<file path="config.mk">
export PLATFORM = sky130hd
export DESIGN_NAME = mfom_post_flat
export DESIGN_NICKNAME = d
export VERILOG_FILES = /design/src/rtl/core/mfom_pkg.sv /design/src/rtl/core/mfom_speed_if.sv /design/src/rtl/core/mfom_post.sv /design/src/flat_wrapper.sv
export SDC_FILE = /design/constraint.sdc
export NUM_CORES = 2
export LEC_CHECK = 0
export BUFFER_PORTS_ARGS = -buffer_cell sky130_fd_sc_hd__buf_2
export CORE_MARGIN = 3
export CORE_UTILIZATION = 40
export CTS_BUF_LIST = sky130_fd_sc_hd__clkbuf_16
export DETAILED_ROUTE_END_ITERATION = 6
export PLACE_DENSITY = 0.65
export SYNTH_ARGS = -nofsm -noshare
export SYNTH_HDL_FRONTEND = slang
export SYNTH_SLANG_ARGS = --single-unit
</file>
<file path="constraint.sdc">
create_clock -name clk -period 24.5 [get_ports clk]
set_input_delay 3.675 -clock clk [delete_from_list [all_inputs] [get_ports clk]]
set_output_delay 3.675 -clock clk [all_outputs]
set_load 0.01 [all_outputs]
</file>
<file path="src/rtl/core/mfom_pkg.sv">
// Shared types, constants and the CORDIC arctangent table of the mecanum mixer.
`default_nettype none

package mfom_pkg;

    // Configuration port
    localparam int unsigned CFG_INDEX_W = 3;
    localparam int unsigned CFG_DATA_W  = 16;

    typedef enum logic [CFG_INDEX_W-1:0] {
        CFG_DEAD_ZONE       = 3'd0,
        CFG_MAX_OUTPUT      = 3'd1,
        CFG_INVERT_ENABLE   = 3'd2,
        CFG_RELATIVE_ENABLE = 3'd3,
        CFG_ORIGIN_HEADING  = 3'd4
    } cfg_index_t;

    typedef struct packed {
        logic [6:0]  dead_zone;
        logic [6:0]  max_output;
        logic        invert_enable;
        logic        relative_enable;
        logic [15:0] origin_heading;
    } cfg_t;

    // CORDIC datapath
    localparam int unsigned XY_SHIFT  = 16;
    localparam int unsigned XY_W      = 27;
    localparam int unsigned Z_W       = 32;
    localparam int unsigned ATAN_LEN  = 24;
    localparam int unsigned KINV_FRAC = 30;
    localparam int unsigned KINV_W    = 31;
    localparam logic signed [KINV_W-1:0] KINV_Q30 = 31'sd652032874;

    // Stick values after dead zone and invert: forward/strafe reach +128
    typedef struct packed {
        logic signed [8:0] f;
        logic signed [8:0] s;
        logic signed [7:0] t;
    } axes_t;

    typedef struct packed {
        logic signed [XY_W-1:0] x;
        logic signed [XY_W-1:0] y;
        logic signed [Z_W-1:0]  z;
        axes_t                  ax;
    } cordic_beat_t;

    // atan(2^-i) in binary angle units (2^32 per turn), rounded to nearest
    function automatic logic [Z_W-1:0] atan_entry(input int unsigned idx);
        logic [Z_W-1:0] v;
        case (idx)
            0:       v = 32'd536870912;
            1:       v = 32'd316933406;
            2:       v = 32'd167458907;
            3:       v = 32'd85004756;
            4:       v = 32'd42667331;
            5:       v = 32'd21354465;
            6:       v = 32'd10679838;
            7:       v = 32'd5340245;
            8:       v = 32'd2670163;
            9:       v = 32'd1335087;
            10:      v = 32'd667544;
            11:      v = 32'd333772;
            12:      v = 32'd166886;
            13:      v = 32'd83443;
            14:      v = 32'd41722;
            15:      v = 32'd20861;
            16:      v = 32'd10430;
            17:      v = 32'd5215;
            18:      v = 32'd2608;
            19:      v = 32'd1304;
            20:      v = 32'd652;
            21:      v = 32'd326;
            22:      v = 32'd163;
            23:      v = 32'd81;
            default: v = '0;
        endcase
        return v;
    endfunction

endpackage

`default_nettype wire

</file>
<file path="src/rtl/core/mfom_speed_if.sv">
// Speed channel: four wheel speeds in fixed point percent.
`default_nettype none

interface mfom_speed_if;
    logic               valid;
    logic               ready;
    logic signed [15:0] front_left_speed;
    logic signed [15:0] back_left_speed;
    logic signed [15:0] front_right_speed;
    logic signed [15:0] back_right_speed;

    modport source (
        output valid, front_left_speed, back_left_speed, front_right_speed,
               back_right_speed,
        input  ready
    );
    modport sink (
        input  valid, front_left_speed, back_left_speed, front_right_speed,
               back_right_speed,
        output ready
    );
endinterface

`default_nettype wire

</file>
<file path="src/rtl/core/mfom_post.sv">
// Back end: gain compensation and rounding to fixed point (relative mode), wheel mixing and clamp.
`default_nettype none

module mfom_post
    import mfom_pkg::*;
#(
    parameter int unsigned FRAC_BITS = 8
)
(
    input  wire logic    clk,
    input  wire logic    rst_n,
    input  wire cfg_t    cfg,
    input  wire logic    up_valid,
    output logic         up_ready,
    input  wire cordic_beat_t up_beat,
    mfom_speed_if.source speed
);

    localparam int unsigned NSTAGE = 3;
    localparam int unsigned PROD_W = XY_W + KINV_W;
    localparam int unsigned SH     = XY_SHIFT + KINV_FRAC - FRAC_BITS;
    localparam int unsigned FQ_W   = FRAC_BITS + 11;
    localparam int unsigned SUM_W  = FQ_W + 2;
    localparam logic signed [PROD_W-1:0] RND    = PROD_W'(1) << (SH - 1);
    localparam logic signed [SUM_W-1:0]  SAT_HI = SUM_W'(32767);
    localparam logic signed [SUM_W-1:0]  SAT_LO = -SUM_W'(32768);

    logic [NSTAGE-1:0] vld_reg;
    logic [NSTAGE-1:0] rdy;
    logic [NSTAGE-1:0] vld_in;
    logic [NSTAGE-1:0] load;

    logic signed [PROD_W-1:0] mx_reg, mx_next, my_reg, my_next;
    logic signed [PROD_W-1:0] rx, ry;
    axes_t                    ax0_reg;
    logic signed [FQ_W-1:0]   fq_reg, fq_next, sq_reg, sq_next, tq_reg, tq_next;
    logic signed [SUM_W-1:0]  fe, se, te, lim;
    logic signed [15:0] fl_reg, fl_next, bl_reg, bl_next;
    logic signed [15:0] fr_reg, fr_next, br_reg, br_next;

    function automatic logic signed [15:0] finish(input logic signed [SUM_W-1:0] v,
                                                  input logic signed [SUM_W-1:0] lm);
        logic signed [SUM_W-1:0] c;
        c = v;
        if (c > lm)
            c = lm;
        if (c < -lm)
            c = -lm;
        if (c > SAT_HI)
            c = SAT_HI;
        if (c < SAT_LO)
            c = SAT_LO;
        return c[15:0];
    endfunction

    assign vld_in = {vld_reg[NSTAGE-2:0], up_valid};
    assign rdy[NSTAGE-1] = !vld_reg[NSTAGE-1] || speed.ready;
    for (genvar k = 0; k < NSTAGE - 1; k++) begin : g_rdy
        assign rdy[k] = !vld_reg[k] || rdy[k+1];
    end
    assign load = rdy & vld_in;

    assign up_ready                = rdy[0];
    assign speed.valid             = vld_reg[NSTAGE-1];
    assign speed.front_left_speed  = fl_reg;
    assign speed.back_left_speed   = bl_reg;
    assign speed.front_right_speed = fr_reg;
    assign speed.back_right_speed  = br_reg;

    always_comb
    begin
        mx_next = PROD_W'(up_beat.x) * PROD_W'(KINV_Q30);
        my_next = PROD_W'(up_beat.y) * PROD_W'(KINV_Q30);

        // round half up to FRAC_BITS fractional bits
        rx = mx_reg + RND;
        ry = my_reg + RND;
        if (cfg.relative_enable)
        begin
            fq_next = rx[SH +: FQ_W];
            sq_next = ry[SH +: FQ_W];
        end
        else
        begin
            fq_next = FQ_W'(ax0_reg.f) <<< FRAC_BITS;
            sq_next = FQ_W'(ax0_reg.s) <<< FRAC_BITS;
        end
        // turn is halved
        tq_next = FQ_W'(ax0_reg.t) <<< (FRAC_BITS - 1);

        fe  = SUM_W'(fq_reg);
        se  = SUM_W'(sq_reg);
        te  = SUM_W'(tq_reg);
        lim = SUM_W'({1'b0, cfg.max_output}) << FRAC_BITS;
        fl_next = finish(fe + se + te, lim);
        bl_next = finish(fe - se + te, lim);
        fr_next = finish(fe - se - te, lim);
        br_next = finish(fe + se - te, lim);
    end

    always_ff @(posedge clk or negedge rst_n)
    begin
        if (!rst_n)
        begin
            vld_reg <= '0;
        end
        else
        begin
            for (int k = 0; k < NSTAGE; k++)
            begin
                if (rdy[k])
                begin
                    vld_reg[k] <= vld_in[k];
                end
            end
        end
    end

    always_ff @(posedge clk)
    begin
        if (load[0])
        begin
            mx_reg  <= mx_next;
            my_reg  <= my_next;
            ax0_reg <= up_beat.ax;
        end
        if (load[1])
        begin
            fq_reg <= fq_next;
            sq_reg <= sq_next;
            tq_reg <= tq_next;
        end
        if (load[2])
        begin
            fl_reg <= fl_next;
            bl_reg <= bl_next;
            fr_reg <= fr_next;
            br_reg <= br_next;
        end
    end

endmodule

`default_nettype wire

</file>
<file path="src/flat_wrapper.sv">
// flat-port wrapper written by rule: the top's interface ports become plain ports
module mfom_post_flat import mfom_pkg::*;
#(
    parameter int unsigned FRAC_BITS = 8
)
  (clk, rst_n, cfg, up_valid, up_ready, up_beat, speed_valid, speed_front_left_speed, speed_back_left_speed, speed_front_right_speed, speed_back_right_speed, speed_ready);
  mfom_speed_if speed_i ();
  input  wire logic clk;
  input  wire logic rst_n;
  input  wire cfg_t cfg;
  input  wire logic up_valid;
  output logic up_ready;
  input  wire cordic_beat_t up_beat;
  output wire logic [$bits(speed_i.valid)-1:0] speed_valid;
  output wire logic [$bits(speed_i.front_left_speed)-1:0] speed_front_left_speed;
  output wire logic [$bits(speed_i.back_left_speed)-1:0] speed_back_left_speed;
  output wire logic [$bits(speed_i.front_right_speed)-1:0] speed_front_right_speed;
  output wire logic [$bits(speed_i.back_right_speed)-1:0] speed_back_right_speed;
  input wire logic [$bits(speed_i.ready)-1:0] speed_ready;
  assign speed_valid = speed_i.valid;
  assign speed_front_left_speed = speed_i.front_left_speed;
  assign speed_back_left_speed = speed_i.back_left_speed;
  assign speed_front_right_speed = speed_i.front_right_speed;
  assign speed_back_right_speed = speed_i.back_right_speed;
  assign speed_i.ready = speed_ready;
  mfom_post #(.FRAC_BITS(FRAC_BITS)) u_core (.clk(clk), .rst_n(rst_n), .cfg(cfg), .up_valid(up_valid), .up_ready(up_ready), .up_beat(up_beat), .speed(speed_i));
endmodule
</file>
== After elaboration in Yosys (flattened, before gate mapping) ==
Index checks and enable logic that the tools add are counted.

* Add/sub/neg operators: 9
* Multiply operators: 2
* Order comparisons: 16
* Muxes and demuxes: 14
* Bitwise operators: 1
* Reductions and logical operators: 6

{| class="wikitable"
|+ Operator list
! cell !! count
|-
| $mux W21 || 12
|-
| $add A57 B39 Y57 const B || 2
|-
| $mul A27 B30 Y56 const B || 2
|-
| $gt A21 B16 Y1 || 4
|-
| $gt A21 B16 Y1 const B || 4
|-
| $lt A21 B16 Y1 const B || 4
|-
| $lt A21 B21 Y1 || 4
|-
| $add A20 B15 Y21 || 2
|-
| $sub A20 B15 Y21 || 2
|-
| $mux W19 || 2
|-
| $neg A15 Y21 || 1
|-
| $add A19 B19 Y20 || 1
|-
| $sub A19 B19 Y20 || 1
|-
| $and A3 B3 Y3 || 1
|-
| $logic_not A1 Y1 || 3
|-
| $logic_or A1 B1 Y1 || 3
|}

* Register bits: 251
* Input bits: 148
* Output and inout bits: 66
* Word-level logic and storage cells: 65

== Longest topological paths before layout ==
* Word-level depth: 9
* Depth in mapped cells: 42
* Mapped depth without buffers: 40

== Worst setup path after synthesis ==
Ideal clock, no wire load.

* Path type: input to register
* Start: in up_beat[103] in the netlist's numbering
* End: reg u_core.mx_reg[56], data pin
* Setup time: 0.260 ns
* Arrival: 9.641 ns
* Required time: 24.240 ns
* Path slack: 14.599 ns
* Stages on the path: 23
* Buffers on the path: 0
* Cell sequence: fa_1 > inv_1 > fa_1 > inv_1 > fa_1 > inv_1 > fa_1 > fa_1 > fa_1 > inv_1 > fa_1 > ha_1 > nand4_1 > nor3_1 > nor4b_1 > o31ai_1 > a21boi_0 > o22a_1 > a22oi_1 > o31ai_1 > a21bo_2 > a21oi_1 > xnor2_1

* Word-level cells in the longest chain between the ends: 1

{| class="wikitable"
|+ RTL lines
! item !! line !! RTL
|-
| start, declared || flat_wrapper.sv:13 || <nowiki>input wire cordic_beat_t up_beat;</nowiki>
|-
| $mul A27 B30 Y56 || mfom_post.sv:72 || <nowiki>mx_next = PROD_W'(up_beat.x) * PROD_W'(KINV_Q30);</nowiki>
|-
| named net u_core.mx_next[56] || mfom_post.sv:33 || <nowiki>logic signed [PROD_W-1:0] mx_reg, mx_next, my_reg, my_next;</nowiki>
|-
| end signal, assigned || mfom_post.sv:123 || <nowiki>mx_reg <= mx_next;</nowiki>
|-
| end, declared || mfom_post.sv:33 ||
|}

The timed path passes the listed nets, and every way through them passes these cells.
A chain may end at the register's enable or synchronous reset.

== Worst setup path in the final report ==
* Start: in up_beat[103] in the netlist's numbering
* End: reg u_core.mx_reg[54], data pin

The elaborated chain is that of the path after synthesis.

==> flow_summary_export.csv <==
group,metric,value,unit
status,status,"finished clean",
synth,synthDistinctLibCells,86,
timing,final-max-slew-violation-count,0,
timing,fin_skew,16.1,ps
worst_setup_path,crit_fanout,7,
final_layout,multi_input_area,0.0306,mm^2
synth,synth_area_leader_cell,"fa_1",
timing,period_needed,11040,ps
synth,syn_inst,3897,
synth,netlist_top_cells_area,"fa_1 34%, ha_1 23%, edfxtp_1 13%",
floorplanning,die_y,322,um
synth,synth_ff_type,"edfxtp_1",
final_layout,area_delta_synth_final,7.16,%
worst_setup_path,slowest_delay,620,ps
routing,vias,27300,
synth,synth-edff-count,176,
clock_tree,cts_tree,"done",
worst_setup_path,r2r_cells,40,
synth,ys_async_sr_fraction,1.68,%
global_route,grt_pass1_wl,161000,um
global_route,grt_max_degree,65,
final_layout,regArea,0.00536,mm^2
synth,syn_area,0.0399,mm^2
routing,drtAntennaViolNets,0,
routing,wl_per_cell,19.1,um
clock_tree,clk_pin_slew,80,ps
worst_setup_path,r2r-end,"u_core.speed.front_right_speed[9]",
global_route,grt_pass1_vias,28600,
worst_setup_path,r2r_start,"u_core.fq_reg[0]",
clock_tree,cts_made_buffers,17,
worst_setup_path,critPathRequiredTime,24710,ps
final_layout,fill_cells,9461,
floorplanning,ioPinCount,214,
flow_run,drv_cap,0,
floorplanning,initial_core_util,40.4,%
min_path,hp-class,"reg -> reg",
global_route,antenna_found_initial,6,
floorplanning,coreArea,0.0987,mm^2
synth,syn_nets,5454,
worst_setup_path,crit_start,"up_beat[103]",
worst_setup_path,critical-path-slowest-cell,"fa_1",
routing,viasPerCell,5.13,
clock_tree,holdBufCountCts,0,
placement,hpwl,92000,um
floorplanning,die_w,322,um
timing,setup_tns,0,ps
clock_tree,cts-root-buf,"clkbuf_16",
routing,drtIter0Drc,1615,
final_layout,largest_reg_flops,26,
clock_tree,clk_latency,460,ps
placement,io_buffers,157,
final_layout,drive_gt1_share,6.33,%
synth,avgSynthCellArea,10.2,um^2
min_path,holdPathStages,0,
worst_setup_path,criticalPathCategory,"in -> reg",
routing,drt_wl_total,102000,um
global_route,grt.total_usage,20.1,%
final_layout,nNetsFinal,5590,
floorplanning,rows,115,
worst_setup_path,cp-end-kind,"register",
worst_setup_path,crit_top_cell,"fa_1",
worst_setup_path,crit_arrival,11250,ps
timing,finalCritPeriodShare,45.0,%
timing,setup_viol,0,
worst_setup_path,reg2reg_slack,14650,ps
clock_tree,post_cts_resized,0,
routing,drc,0,
clock_tree,htreeDepth,4,
min_path,min_from,"u_core.ax0_reg[4]",
clock_tree,clock-sinks,179,
synth,ys_ff_latch,179,
synth,synth_top_area_share,34.0,%
worst_setup_path,worstPathCellList,"buf_2 -> ha_1 -> inv_1 -> fa_1 -> inv_1 -> fa_1 -> inv_1 -> fa_1 -> fa_1 -> fa_1 -> inv_1 -> fa_1 -> ha_1 -> nand4_1 -> nor3_1 -> nor4b_1 -> o31ai_1 -> a21boi_0 -> o22a_1 -> a22oi_1 -> o31ai_1 -> a21oi_1 -> o21bai_1 -> xor2_1",
global_route,grt.overflow.total,0,
floorplanning,dieArea,0.104,mm^2
clock_tree,postCtsSetupBuffers,0,
clock_tree,clockBufferDepth,2,
worst_setup_path,worstSetupStartpointType,"primary input",
synth,ys_warn_count,0,
timing,rsz0062_at_grt,"no",
placement,gp_congestion,0.952,
timing,slew-limit-headroom,25.8,%
timing,worstMarginPinSlew,1110,ps
synth,ys_seq_area_share,13.4,%
timing,fmax,90.6,MHz
routing,firstDrtPassIters,7,
timing,hold_violations,0,
min_path,holdPathEnd,"u_core.tq_reg[11]",
-- worst max-delay path by stage --
stage and endpoint:
6_report u_core.mx_reg[54], 5_1_grt u_core.mx_reg[54], 4_1_cts u_core.mx_reg[54], 3_5_place_dp u_core.mx_reg[54], 3_3_place_gp u_core.mx_reg[56], 2_1_floorplan u_core.mx_reg[56]
-- Yosys cell counts (35+ instances only) --
library cell	number
o21ai_0	56
ha_1	731
xnor2_1	92
xor2_1	60
nand3_1	56
a21o_1	51
nand2_1	95
nor2_1	190
o21a_1	42
a21oi_1	170
inv_1	1007
nor3_1	35
edfxtp_1	176
clkbuf_1	38
fa_1	678
-- layer usage --
| layer | share of wire, % | up-vias | global-route usage, % |
|---|---|---|---|
| li1 | - | 12800 | - |
| met1 | 43 | 13600 | 26.5 |
| met2 | 49 | 733 | 34.9 |
| met3 | 5.1 | 145 | 2.17 |
| met4 | 3.2 | 2 | 5.97 |
| met5 | 0.013 | - | 0 |
-- cell type report --
type	instances	area share, %
Clock inverter	15	0.377
Clock buffer	17	0.995
Antenna cell	2	0.0117
Multi-Input combinational cell	2660	71.5
Sequential cell	179	12.5
Timing Repair Buffer	166	2.00
Tap cell	1287	3.77
Inverter	1009	8.86
-- critical path: cells and delay by family --
family | cells | cell delay [ps]
fa+ha+maj | 8 | 3870
compound gates | 7 | 1990
simple gates | 3 | 1050
buf+inv | 5 | 580
xor+xnor | 1 | 80
-- metrics by stage --
| step | area (um^2) | setup slack, ps | utilization [%] | hold slack (ps) | std cells |
|---|---|---|---|---|---|
| 6_report | 42800 | 13460 | 43.3 | 422 | 5335 |
| 2_1_floorplan | 39900 | 14600 | - | 400 | 3897 |
| 3_5_place_dp | 42200 | 13060 | 42.7 | 406 | 5301 |
| 3_3_place_gp | 42200 | 13040 | 42.7 | 403 | 5301 |
| 4_1_cts | 42800 | 13540 | 43.3 | 424 | 5333 |
| 5_1_grt | 42800 | 13030 | 43.3 | 428 | 5333 |
-- cell usage in the layout (no fill, tap or decap), types with 5 or more instances in the layout --
cell,instances
a2111oi_0,9
a211oi_1,15
a21o_1,51
a21oi_1,170
a21oi_2,5
a311oi_1,9
a31oi_1,14
and2_1,23
and3_1,28
and4_1,6
buf_2,157
buf_4,9
clkbuf_16,17
clkinv_4,5
edfxtp_1,176
fa_1,678
ha_1,731
inv_1,1008
inv_8,5
mux2_2,15
mux2i_1,9
nand2_1,95
nand2b_1,34
nand3_1,56
nand4_1,29
nor2_1,190
nor2b_1,25
nor3_1,35
o211ai_1,10
o21a_1,42
o21ai_0,56
o21ai_1,10
o21bai_1,19
o31a_1,5
o31ai_1,7
o41ai_1,6
or2_2,11
or3_1,17
xnor2_1,92
xor2_1,60
-- logic make-up (layout without fill, tap and decap cells) --
kind of cell / after synthesis / after routing / share of synthesized area, %
XOR/XNOR: 154 / 154 / 3.42
buffers and inverters: 1058 / 1207 / 10.0
adder cells (fa/ha/maj): 1409 / 1409 / 56.9
other: 0 / 2 / 0
flip-flops: 179 / 179 / 13.4
AND/OR/NAND/NOR: 575 / 575 / 7.07
AO/OA/AOI/OAI: 497 / 497 / 8.45
multiplexers: 25 / 25 / 0.677
Power is not shown: default switching activity piles up to over one toggle a cycle in this logic, so the estimate is an artifact.
