File: config.mk
export PLATFORM = sky130hd
export DESIGN_NAME = mfom_prep_flat
export DESIGN_NICKNAME = d
export VERILOG_FILES = /design/src/rtl/core/mfom_pkg.sv /design/src/rtl/core/mfom_cmd_if.sv /design/src/rtl/core/mfom_prep.sv /design/src/flat_wrapper.sv
export SDC_FILE = /design/constraint.sdc
export NUM_CORES = 1
export LEC_CHECK = 0
export BUFFER_PORTS_ARGS = -buffer_cell sky130_fd_sc_hd__buf_2
export CAP_MARGIN = 20
export CORE_MARGIN = 4
export CORE_UTILIZATION = 63
export CTS_CLUSTER_SIZE = 16
export DETAILED_ROUTE_END_ITERATION = 8
export PLACE_DENSITY_LB_ADDON = 0.25
export SYNTH_ARGS = -nofsm -noshare
export SYNTH_HDL_FRONTEND = slang
export SYNTH_SLANG_ARGS = --single-unit
File: constraint.sdc
create_clock -name clk -period 8.35 [get_ports clk]
set_input_delay 0.4175 -clock clk [delete_from_list [all_inputs] [get_ports clk]]
set_output_delay 0.4175 -clock clk [all_outputs]
set_load 0.02 [all_outputs]
File: src/rtl/core/mfom_pkg.sv
// Shared types, constants and the CORDIC arctangent table of the mecanum mixer.
`default_nettype none

package mfom_pkg;

    // Configuration port
    localparam int unsigned CFG_INDEX_W = 3;
    localparam int unsigned CFG_DATA_W  = 16;

    typedef enum logic [CFG_INDEX_W-1:0] {
        CFG_DEAD_ZONE       = 3'd0,
        CFG_MAX_OUTPUT      = 3'd1,
        CFG_INVERT_ENABLE   = 3'd2,
        CFG_RELATIVE_ENABLE = 3'd3,
        CFG_ORIGIN_HEADING  = 3'd4
    } cfg_index_t;

    typedef struct packed {
        logic [6:0]  dead_zone;
        logic [6:0]  max_output;
        logic        invert_enable;
        logic        relative_enable;
        logic [15:0] origin_heading;
    } cfg_t;

    // CORDIC datapath
    localparam int unsigned XY_SHIFT  = 16;
    localparam int unsigned XY_W      = 27;
    localparam int unsigned Z_W       = 32;
    localparam int unsigned ATAN_LEN  = 24;
    localparam int unsigned KINV_FRAC = 30;
    localparam int unsigned KINV_W    = 31;
    localparam logic signed [KINV_W-1:0] KINV_Q30 = 31'sd652032874;

    // Stick values after dead zone and invert: forward/strafe reach +128
    typedef struct packed {
        logic signed [8:0] f;
        logic signed [8:0] s;
        logic signed [7:0] t;
    } axes_t;

    typedef struct packed {
        logic signed [XY_W-1:0] x;
        logic signed [XY_W-1:0] y;
        logic signed [Z_W-1:0]  z;
        axes_t                  ax;
    } cordic_beat_t;

    // atan(2^-i) in binary angle units (2^32 per turn), rounded to nearest
    function automatic logic [Z_W-1:0] atan_entry(input int unsigned idx);
        logic [Z_W-1:0] v;
        case (idx)
            0:       v = 32'd536870912;
            1:       v = 32'd316933406;
            2:       v = 32'd167458907;
            3:       v = 32'd85004756;
            4:       v = 32'd42667331;
            5:       v = 32'd21354465;
            6:       v = 32'd10679838;
            7:       v = 32'd5340245;
            8:       v = 32'd2670163;
            9:       v = 32'd1335087;
            10:      v = 32'd667544;
            11:      v = 32'd333772;
            12:      v = 32'd166886;
            13:      v = 32'd83443;
            14:      v = 32'd41722;
            15:      v = 32'd20861;
            16:      v = 32'd10430;
            17:      v = 32'd5215;
            18:      v = 32'd2608;
            19:      v = 32'd1304;
            20:      v = 32'd652;
            21:      v = 32'd326;
            22:      v = 32'd163;
            23:      v = 32'd81;
            default: v = '0;
        endcase
        return v;
    endfunction

endpackage

`default_nettype wire

File: src/rtl/core/mfom_cmd_if.sv
// Command channel: three stick axes and the measured heading.
`default_nettype none

interface mfom_cmd_if;
    logic              valid;
    logic              ready;
    logic signed [7:0] forward_cmd;
    logic signed [7:0] strafe_cmd;
    logic signed [7:0] turn_cmd;
    logic [15:0]       current_heading;

    modport source (
        output valid, forward_cmd, strafe_cmd, turn_cmd, current_heading,
        input  ready
    );
    modport sink (
        input  valid, forward_cmd, strafe_cmd, turn_cmd, current_heading,
        output ready
    );
endinterface

`default_nettype wire

File: src/rtl/core/mfom_prep.sv
// Front end: dead zone, invert, heading difference and binary angle, quadrant fold.
`default_nettype none

module mfom_prep
    import mfom_pkg::*;
(
    input  wire logic   clk,
    input  wire logic   rst_n,
    input  wire cfg_t   cfg,
    mfom_cmd_if.sink    cmd,
    output logic        dn_valid,
    input  wire logic   dn_ready,
    output cordic_beat_t dn_beat
);

    localparam int unsigned NSTAGE = 6;

    // a = floor((d * 2^32 + 18000) / 36000) = 119304*d + floor((728*d + 562) / 1125)
    localparam logic [15:0] TURN_CENTI = 16'd36000;
    localparam logic [31:0] ANG_WHOLE  = 32'd119304;
    localparam logic [24:0] ANG_REM    = 25'd728;
    localparam logic [24:0] ANG_BIAS   = 25'd562;
    localparam logic [24:0] DIV_DEN    = 25'd1125;
    localparam int unsigned RECIP_SH   = 25;
    localparam logic [39:0] RECIP      = 40'd29826;   // floor(2^25 / 1125)

    logic [NSTAGE-1:0] vld_reg;
    logic [NSTAGE-1:0] rdy;
    logic [NSTAGE-1:0] vld_in;
    logic [NSTAGE-1:0] load;

    axes_t        ax0_reg, ax1_reg, ax2_reg, ax3_reg, ax4_reg;
    axes_t        ax0_next;
    logic [15:0]  c0_reg, c0_next;
    logic [15:0]  d1_reg, d1_next;
    logic [31:0]  p2_reg, p2_next, p3_reg, p4_reg;
    logic [24:0]  n2_reg, n2_next, n3_reg;
    logic [14:0]  qe3_reg, qe3_next;
    logic [14:0]  q4_reg, q4_next;
    cordic_beat_t beat5_reg, beat5_next;

    logic [15:0]  orig_mod;
    logic [39:0]  qprod;
    logic [24:0]  rem4;
    logic [31:0]  ang;
    logic         fold;
    logic signed [XY_W-1:0] xe, ye;

    function automatic logic signed [7:0] dead(input logic signed [7:0] v,
                                               input logic [6:0] dz);
        logic [7:0] mag;
        mag = v[7] ? (~v + 8'd1) : v;
        return (mag < {1'b0, dz}) ? 8'sd0 : v;
    endfunction

    assign vld_in = {vld_reg[NSTAGE-2:0], cmd.valid};
    assign rdy[NSTAGE-1] = !vld_reg[NSTAGE-1] || dn_ready;
    for (genvar k = 0; k < NSTAGE - 1; k++) begin : g_rdy
        assign rdy[k] = !vld_reg[k] || rdy[k+1];
    end
    assign load = rdy & vld_in;

    assign cmd.ready = rdy[0];
    assign dn_valid  = vld_reg[NSTAGE-1];
    assign dn_beat   = beat5_reg;

    always_comb
    begin
        ax0_next.f = 9'(dead(cmd.forward_cmd, cfg.dead_zone));
        ax0_next.s = 9'(dead(cmd.strafe_cmd, cfg.dead_zone));
        ax0_next.t = dead(cmd.turn_cmd, cfg.dead_zone);
        if (cfg.invert_enable)
        begin
            ax0_next.f = -ax0_next.f;
            ax0_next.s = -ax0_next.s;
        end
        c0_next = (cmd.current_heading >= TURN_CENTI) ?
                  cmd.current_heading - TURN_CENTI : cmd.current_heading;

        orig_mod = (cfg.origin_heading >= TURN_CENTI) ?
                   cfg.origin_heading - TURN_CENTI : cfg.origin_heading;
        d1_next = (orig_mod >= c0_reg) ? orig_mod - c0_reg :
                  16'(17'(orig_mod) + 17'(TURN_CENTI) - 17'(c0_reg));

        p2_next = 32'(d1_reg) * ANG_WHOLE;
        n2_next = 25'(d1_reg) * ANG_REM + ANG_BIAS;

        qprod    = 40'(n2_reg) * RECIP;
        qe3_next = qprod[RECIP_SH +: 15];

        // estimate is low by at most one
        rem4    = n3_reg - 25'(qe3_reg) * DIV_DEN;
        q4_next = qe3_reg + 15'(rem4 >= DIV_DEN);

        // fold angles beyond a quarter turn: negate vector, add half a turn
        ang  = p4_reg + 32'(q4_reg);
        fold = ang[31] ^ ang[30];
        xe   = XY_W'(ax4_reg.f) <<< XY_SHIFT;
        ye   = XY_W'(ax4_reg.s) <<< XY_SHIFT;
        beat5_next.x  = fold ? -xe : xe;
        beat5_next.y  = fold ? -ye : ye;
        beat5_next.z  = {ang[31] ^ fold, ang[30:0]};
        beat5_next.ax = ax4_reg;
    end

    always_ff @(posedge clk or negedge rst_n)
    begin
        if (!rst_n)
        begin
            vld_reg <= '0;
        end
        else
        begin
            for (int k = 0; k < NSTAGE; k++)
            begin
                if (rdy[k])
                begin
                    vld_reg[k] <= vld_in[k];
                end
            end
        end
    end

    always_ff @(posedge clk)
    begin
        if (load[0])
        begin
            ax0_reg <= ax0_next;
            c0_reg  <= c0_next;
        end
        if (load[1])
        begin
            ax1_reg <= ax0_reg;
            d1_reg  <= d1_next;
        end
        if (load[2])
        begin
            ax2_reg <= ax1_reg;
            p2_reg  <= p2_next;
            n2_reg  <= n2_next;
        end
        if (load[3])
        begin
            ax3_reg <= ax2_reg;
            p3_reg  <= p2_reg;
            n3_reg  <= n2_reg;
            qe3_reg <= qe3_next;
        end
        if (load[4])
        begin
            ax4_reg <= ax3_reg;
            p4_reg  <= p3_reg;
            q4_reg  <= q4_next;
        end
        if (load[5])
        begin
            beat5_reg <= beat5_next;
        end
    end

endmodule

`default_nettype wire

File: src/flat_wrapper.sv
// flat-port wrapper written by rule: the top's interface ports become plain ports
module mfom_prep_flat import mfom_pkg::*;
  (clk, rst_n, cfg, dn_valid, dn_ready, dn_beat, cmd_valid, cmd_forward_cmd, cmd_strafe_cmd, cmd_turn_cmd, cmd_current_heading, cmd_ready);
  mfom_cmd_if cmd_i ();
  input  wire logic clk;
  input  wire logic rst_n;
  input  wire cfg_t cfg;
  output logic dn_valid;
  input  wire logic dn_ready;
  output cordic_beat_t dn_beat;
  input wire logic [$bits(cmd_i.valid)-1:0] cmd_valid;
  input wire logic [$bits(cmd_i.forward_cmd)-1:0] cmd_forward_cmd;
  input wire logic [$bits(cmd_i.strafe_cmd)-1:0] cmd_strafe_cmd;
  input wire logic [$bits(cmd_i.turn_cmd)-1:0] cmd_turn_cmd;
  input wire logic [$bits(cmd_i.current_heading)-1:0] cmd_current_heading;
  output wire logic [$bits(cmd_i.ready)-1:0] cmd_ready;
  assign cmd_i.valid = cmd_valid;
  assign cmd_i.forward_cmd = cmd_forward_cmd;
  assign cmd_i.strafe_cmd = cmd_strafe_cmd;
  assign cmd_i.turn_cmd = cmd_turn_cmd;
  assign cmd_i.current_heading = cmd_current_heading;
  assign cmd_ready = cmd_i.ready;
  mfom_prep u_core (.clk(clk), .rst_n(rst_n), .cfg(cfg), .cmd(cmd_i), .dn_valid(dn_valid), .dn_ready(dn_ready), .dn_beat(dn_beat));
endmodule
# Word level (Yosys, flattened, before mapping)
# Index checks and enable logic that the tools add are counted.
op_classes:
  add_sub_neg: 16
  n_mul: 4
  n_div: 0
  order_cmp: 7
  eq_ne: 0
  n_shift: 0
  muxes: 11
  bitwise_logic: 6
  reduce_logical: 12
ops:
  columns: ["cell", "n"]
  rows:
  - ["two-way mux 27 bit", 2]
  - ["negator 25 -> 27 bit", 2]
  - ["two-way mux 16 bit", 3]
  - ["two-way mux 8 bit", 5]
  - ["multiplier 25 x 14 -> 39 bit (second input constant)", 1]
  - ["adder 32 x 15 -> 32 bit", 1]
  - [">= comparator 16 bit (second input constant)", 2]
  - ["subtractor 16 bit", 2]
  - ["subtractor 16 bit (second input constant)", 2]
  - ["multiplier 16 x 14 -> 29 bit (second input constant)", 1]
  - ["adder 25 x 10 -> 25 bit (second input constant)", 1]
  - [">= comparator 25 x 11 -> 1 bit (second input constant)", 1]
  - ["multiplier 15 x 11 -> 25 bit (second input constant)", 1]
  - ["subtractor 25 bit", 1]
  - ["adder 8 x 1 -> 8 bit (second input constant)", 3]
  - ["< comparator 8 x 7 -> 1 bit", 3]
  - ["NOT 8 bit", 3]
  - ["multiplier 16 x 7 -> 22 bit (second input constant)", 1]
  - ["two-way mux 18 bit", 1]
  - ["negator 8 -> 9 bit", 2]
  - ["adder 16 bit (second input constant)", 1]
  - [">= comparator 16 bit", 1]
  - ["adder 15 x 1 -> 15 bit", 1]
  - ["AND 6 bit", 1]
  - ["other kinds (3)", 14]
word_totals:
  regBits: 447
  latch_bits: 0
  ram_bits: 0
  romBits: 0
  in_bits: 76
  output_inout_bits: 114
  word_cells: 94
  mem_count: 0

# Depth between registers and ports, before layout
depth:
  word_depth: 8
  depth_mapped: 26
  depth_no_buf: 24

# Least setup slack after synthesis
# No wires, ideal clock.
synth_path:
  kind: "register to register"
  startpoint: "register u_core.vld_reg[5]"
  endpoint: "register u_core.ax4_reg[0] in the netlist's numbering, enable pin"
  setup_time_ps: 605
  t_arrival_ps: 5760
  t_required_ps: 7745
  slack_ps: 1985
  stages_incl_launch_ff: 3
  n_path_buf: 0
  synth_period_minus_slack_ps: 6365
  path_cell_list: "dfrtp_1 -> nor2b_1 -> a21boi_0"
synth_via:
  elab_chain_len: 4
synth_lines:
  columns: ["item", "line_no", "source"]
  rows:
  - ["start: declaration", "mfom_prep.sv:27", "logic [NSTAGE-1:0] vld_reg;"]
  - ["start signal: indexed assignment", "mfom_prep.sv:118", "vld_reg[k] <= vld_in[k];"]
  - ["zero test 1 bit", "mfom_prep.sv:57", "assign rdy[NSTAGE-1] = !vld_reg[NSTAGE-1] || dn_ready;"]
  - ["logical OR 1 bit", "mfom_prep.sv:57", null]
  - ["logical OR 1 bit", "mfom_prep.sv:59", "assign rdy[k] = !vld_reg[k] || rdy[k+1];"]
  - ["AND 6 bit", "mfom_prep.sv:61", "assign load = rdy & vld_in;"]
  - ["net u_core.load[4]", "mfom_prep.sv:30", "logic [NSTAGE-1:0] load;"]
  - ["end signal: assignment", "mfom_prep.sv:151", "ax4_reg <= ax3_reg;"]
  - ["end: declaration", "mfom_prep.sv:32", "axes_t ax0_reg, ax1_reg, ax2_reg, ax3_reg, ax4_reg;"]
# The timed path passes the listed nets, and every way through them passes these cells.
# A chain may end at the register's enable or synchronous reset.

# Final worst setup path
layout_path:
  startpoint: "register u_core.qe3_reg[8]"
  endpoint: "register u_core.q4_reg[13], data pin"
layout_via:
  elab_chain_len: 4
layout_lines:
  columns: ["item", "line_no", "source"]
  rows:
  - ["start: declaration", "mfom_prep.sv:38", "logic [14:0] qe3_reg, qe3_next;"]
  - ["start signal: assignment", "mfom_prep.sv:147", "qe3_reg <= qe3_next;"]
  - ["multiplier 15 x 11 -> 25 bit", "mfom_prep.sv:92", "rem4 = n3_reg - 25'(qe3_reg) * DIV_DEN;"]
  - ["subtractor 25 bit", "mfom_prep.sv:92", null]
  - [">= comparator 25 x 11 -> 1 bit", "mfom_prep.sv:93", "q4_next = qe3_reg + 15'(rem4 >= DIV_DEN);"]
  - ["adder 15 x 1 -> 15 bit *", "mfom_prep.sv:93", null]
  - ["net u_core.q4_next[13]", "mfom_prep.sv:39", "logic [14:0] q4_reg, q4_next;"]
  - ["end signal: assignment", "mfom_prep.sv:153", "q4_reg <= q4_next;"]
  - ["end: declaration", "mfom_prep.sv:39", null]
# The timed path passes the listed nets; every way through them passes the cells marked *.

==> metrics.md <==
| Metric | Value |
|---|---|
| DRT Wirelength | `58200 um` |
| CP max FO | `8` |
| Count leader, synth | `ha_1` |
| Area share of the largest cell type after synthesis | `0.394` |
| Max Fclk | `0.144 GHz` |
| Port Buf Inserts | `approximately 150` |
| Post-Syn Instances | `2569` |
| Crit share post-route | `0.831` |
| Mapped Area | `30300 um2` |
| Min Tclk post-route | `6.94 ns` |
| Critical Path End Type | `register` |
| Initial antenna violation count | `0` |
| Async SR Flop Fraction | `0.0149` |
| DRC | `0` |
| Gr usage total | `0.227` |
| Worst-path clk slew | `0.06 ns` |
| Number of enable flip-flop cells after synthesis | `398` |
| Die Ht | `227 um` |
| Post-DRT Antenna Nets | `0` |
| Final setup fails | `0` |
| Die W | `approximately 230 um` |
| Synth warnings | `0` |
| Vias in the first global route | `approximately 20000` |
| Via/cell ratio | `5.60` |
| TNS Setup | `0 ns` |
| Core area | `47600 um2` |
| Largest family of logic cells by synthesized area | `adder cells` |
| GPL Wtd Cong | `0.878` |
| Ys flop type | `edfxtp_1` |
| Layout cells sized above 1 | `0.0893` |
| I/O pins | `190` |
| Worst setup SP type | `register` |
| CTS root buffer | `clkbuf_16` |
| Final hold slack | `roughly 0.038 ns` |
| Resized cells post-CTS | `0` |
| Max-cap viol count | `0` |
| Routed via count | `19011` |
| DP HPWL | `45600 um` |
| Adder-Cell Fraction of Synth Area | `0.318` |
| Largest register FFs | `77` |
| Worst hold path type | `in2reg` |
| Row count | `80` |
| Compound-Gate Fraction of Synth Area | `0.0816` |
| Status | `completed` |
| Largest net degree at the start of global routing | `77` |
| CP required | `8.63 ns` |
| H-tree levels | `2` |
| Post-route cell area | `33100 um2` |
| Max Slew Vio Count | `0` |
| Worst Skew | `0.0246 ns` |
| Tightest Pin Transition | `1.09 ns` |
| FILL cells | `3367` |
| Slew headroom | `0.274` |
| DR WL/cell | `17.1 um` |
| RSZ-0062 raised after global routing | `no` |
| Mapped Avg Cell Area | `11.8 um2` |
| Post-synthesis mux area share | `0.00611` |
| Longest Clk Path Bufs | `3` |
| Seq/Total Area, Yosys | `0.399` |
| Hold Fails Final Rpt | `0` |
| Grt ovf | `0` |
| Xor and xnor area share after synthesis | `0.0560` |
| Nets@finish | `between 3000 and 4000` |
| Cell taking the most area after synthesis | `edfxtp_1` |
| Post-CTS Hold Fix Bufs | `3` |
| First-pass GRT wire length | `95100 um` |
| Starting Density | `0.637` |
| Clock tree from TritonCTS | `yes` |
| Simple-Gate Fraction of Synth Area | `0.0757` |
| Layout area overhead | `9.05%` |
| #FFs+latches synth | `404` |
| Post-CTS setup repair buffer count | `0` |
| Die footprint | `51700 um2` |
| Critical path class | `reg2reg` |
| First DRT Iteration DRCs | `1027` |
| CP arrival | `about 7.2 ns` |
| Clk sinks | `404` |
| CTS Buf Count | `42` |
| Post-DP Area | `31700 um2` |
| Worst-skew pair later-pin latency | `between 0.5 and 0.6 ns` |
| Initial DRT Pass Iterations | `5` |
| Ranking of synthesized cells by area | `edfxtp_1, ha_1, fa_1` |
| Library cells used by synthesis | `82` |
| Most frequent cells after synthesis | `ha_1, inv_1, edfxtp_1, fa_1` |
metal layers:
| layer | vias up | routed length, um | share of wire | global-route usage |
|---|---|---|---|---|
| met5 | - | 0 | 0 | 0 |
| met4 | 0 | 1580 | 0.027 | 0.0685 |
| met3 | 99 | 2340 | 0.040 | 0.0308 |
| met2 | 388 | 29200 | 0.50 | 0.392 |
| met1 | 9309 | 25100 | 0.43 | 0.303 |
| li1 | 9215 | - | - | - |
through the flow:
step           instances  setup WS (ns)  utilization
2_1_floorplan       2600           1.98            -
3_3_place_gp        3311           1.56        0.665
3_5_place_dp        3311           1.43        0.665
4_1_cts             3390           1.41        0.694
5_1_grt             3392           1.08        0.694
6_report            3393           1.41        0.694
final timing paths:
| kind | startpoint | to | slack (ns) | cells after the start |
|---|---|---|---|---|
| hold / removal | cmd_current_heading[3] | u_core.c0_reg[3] | 0.04 | 1 |
| setup reg to reg | u_core.qe3_reg[8] | u_core.q4_reg[13] | 1.41 | 24 |
| min in group asynchronous | rst_n | u_core.vld_reg[0] | 0.29 | 2 |
| setup / recovery | u_core.qe3_reg[8] | u_core.q4_reg[13] | 1.41 | 24 |
| hold reg to reg | u_core.ax0_reg[9] | u_core.ax1_reg[9] | 0.41 | 0 |
| max in group asynchronous | rst_n | u_core.vld_reg[4] | 7.89 | 2 |
final cells by class:
type / count / area [um2] / area share
diodes: 1 / 2.50 / 0.0000757
clock buffers: 46 / 1070 / 0.0322
clock inverters: 30 / 284 / 0.00859
inverters: 418 / 1570 / 0.0474
multi-input cells: 1721 / 16400 / 0.497
flip-flops and latches: 404 / 12100 / 0.366
well taps: 615 / 769 / 0.0233
repair buffers: 158 / 833 / 0.0252
logic make-up after synthesis:
group,Yosys count
AO/OA/AOI/OAI,365
XOR/XNOR,194
adder cells (fa/ha/maj),644
buffers and inverters,475
flip-flops,404
multiplexers,16
other,1
AND/OR/NAND/NOR,470
worst max-delay path, cell delays in order, from the launching register on:
cell,delay [ns]
edfxtp_1,0.58
ha_1,0.36
ha_1,0.28
inv_1,0.06
fa_1,0.52
fa_1,0.55
inv_1,0.06
fa_1,0.52
inv_1,0.04
ha_1,0.37
a21o_1,0.20
a21o_1,0.17
a21oi_1,0.26
o21ai_0,0.20
o2111ai_1,0.32
a21boi_1,0.16
o41ai_1,0.30
mux2_2,0.39
nand4_1,0.22
ha_1,0.26
nand3_1,0.15
nor2_1,0.26
and3_1,0.23
nand2_1,0.08
xnor2_1,0.12
placed cells by master, fill, tap and decap left out, types with 7 or more instances in the layout:
master / instances
fa_1: 210
conb_1: 32
o21a_1: 18
a21o_1: 37
xor2_1: 64
and2_1: 12
o31ai_1: 9
or4_1: 7
a21oi_1: 89
nand2b_1: 25
a31oi_1: 16
nor4_1: 8
o21bai_1: 13
ha_1: 434
a211oi_1: 15
nor3_1: 39
xnor2_1: 130
a21boi_0: 10
o21ai_0: 65
buf_2: 149
nor2b_1: 14
nand2_1: 130
mux2i_1: 8
or3_1: 21
o22ai_1: 7
inv_1: 418
edfxtp_1: 398
nand3_1: 35
clkbuf_16: 42
and3_1: 16
clkinv_1: 13
nand4_1: 18
nor2_1: 114
Power is not shown: default switching activity piles up to over one toggle a cycle in this logic, so the estimate is an artifact.
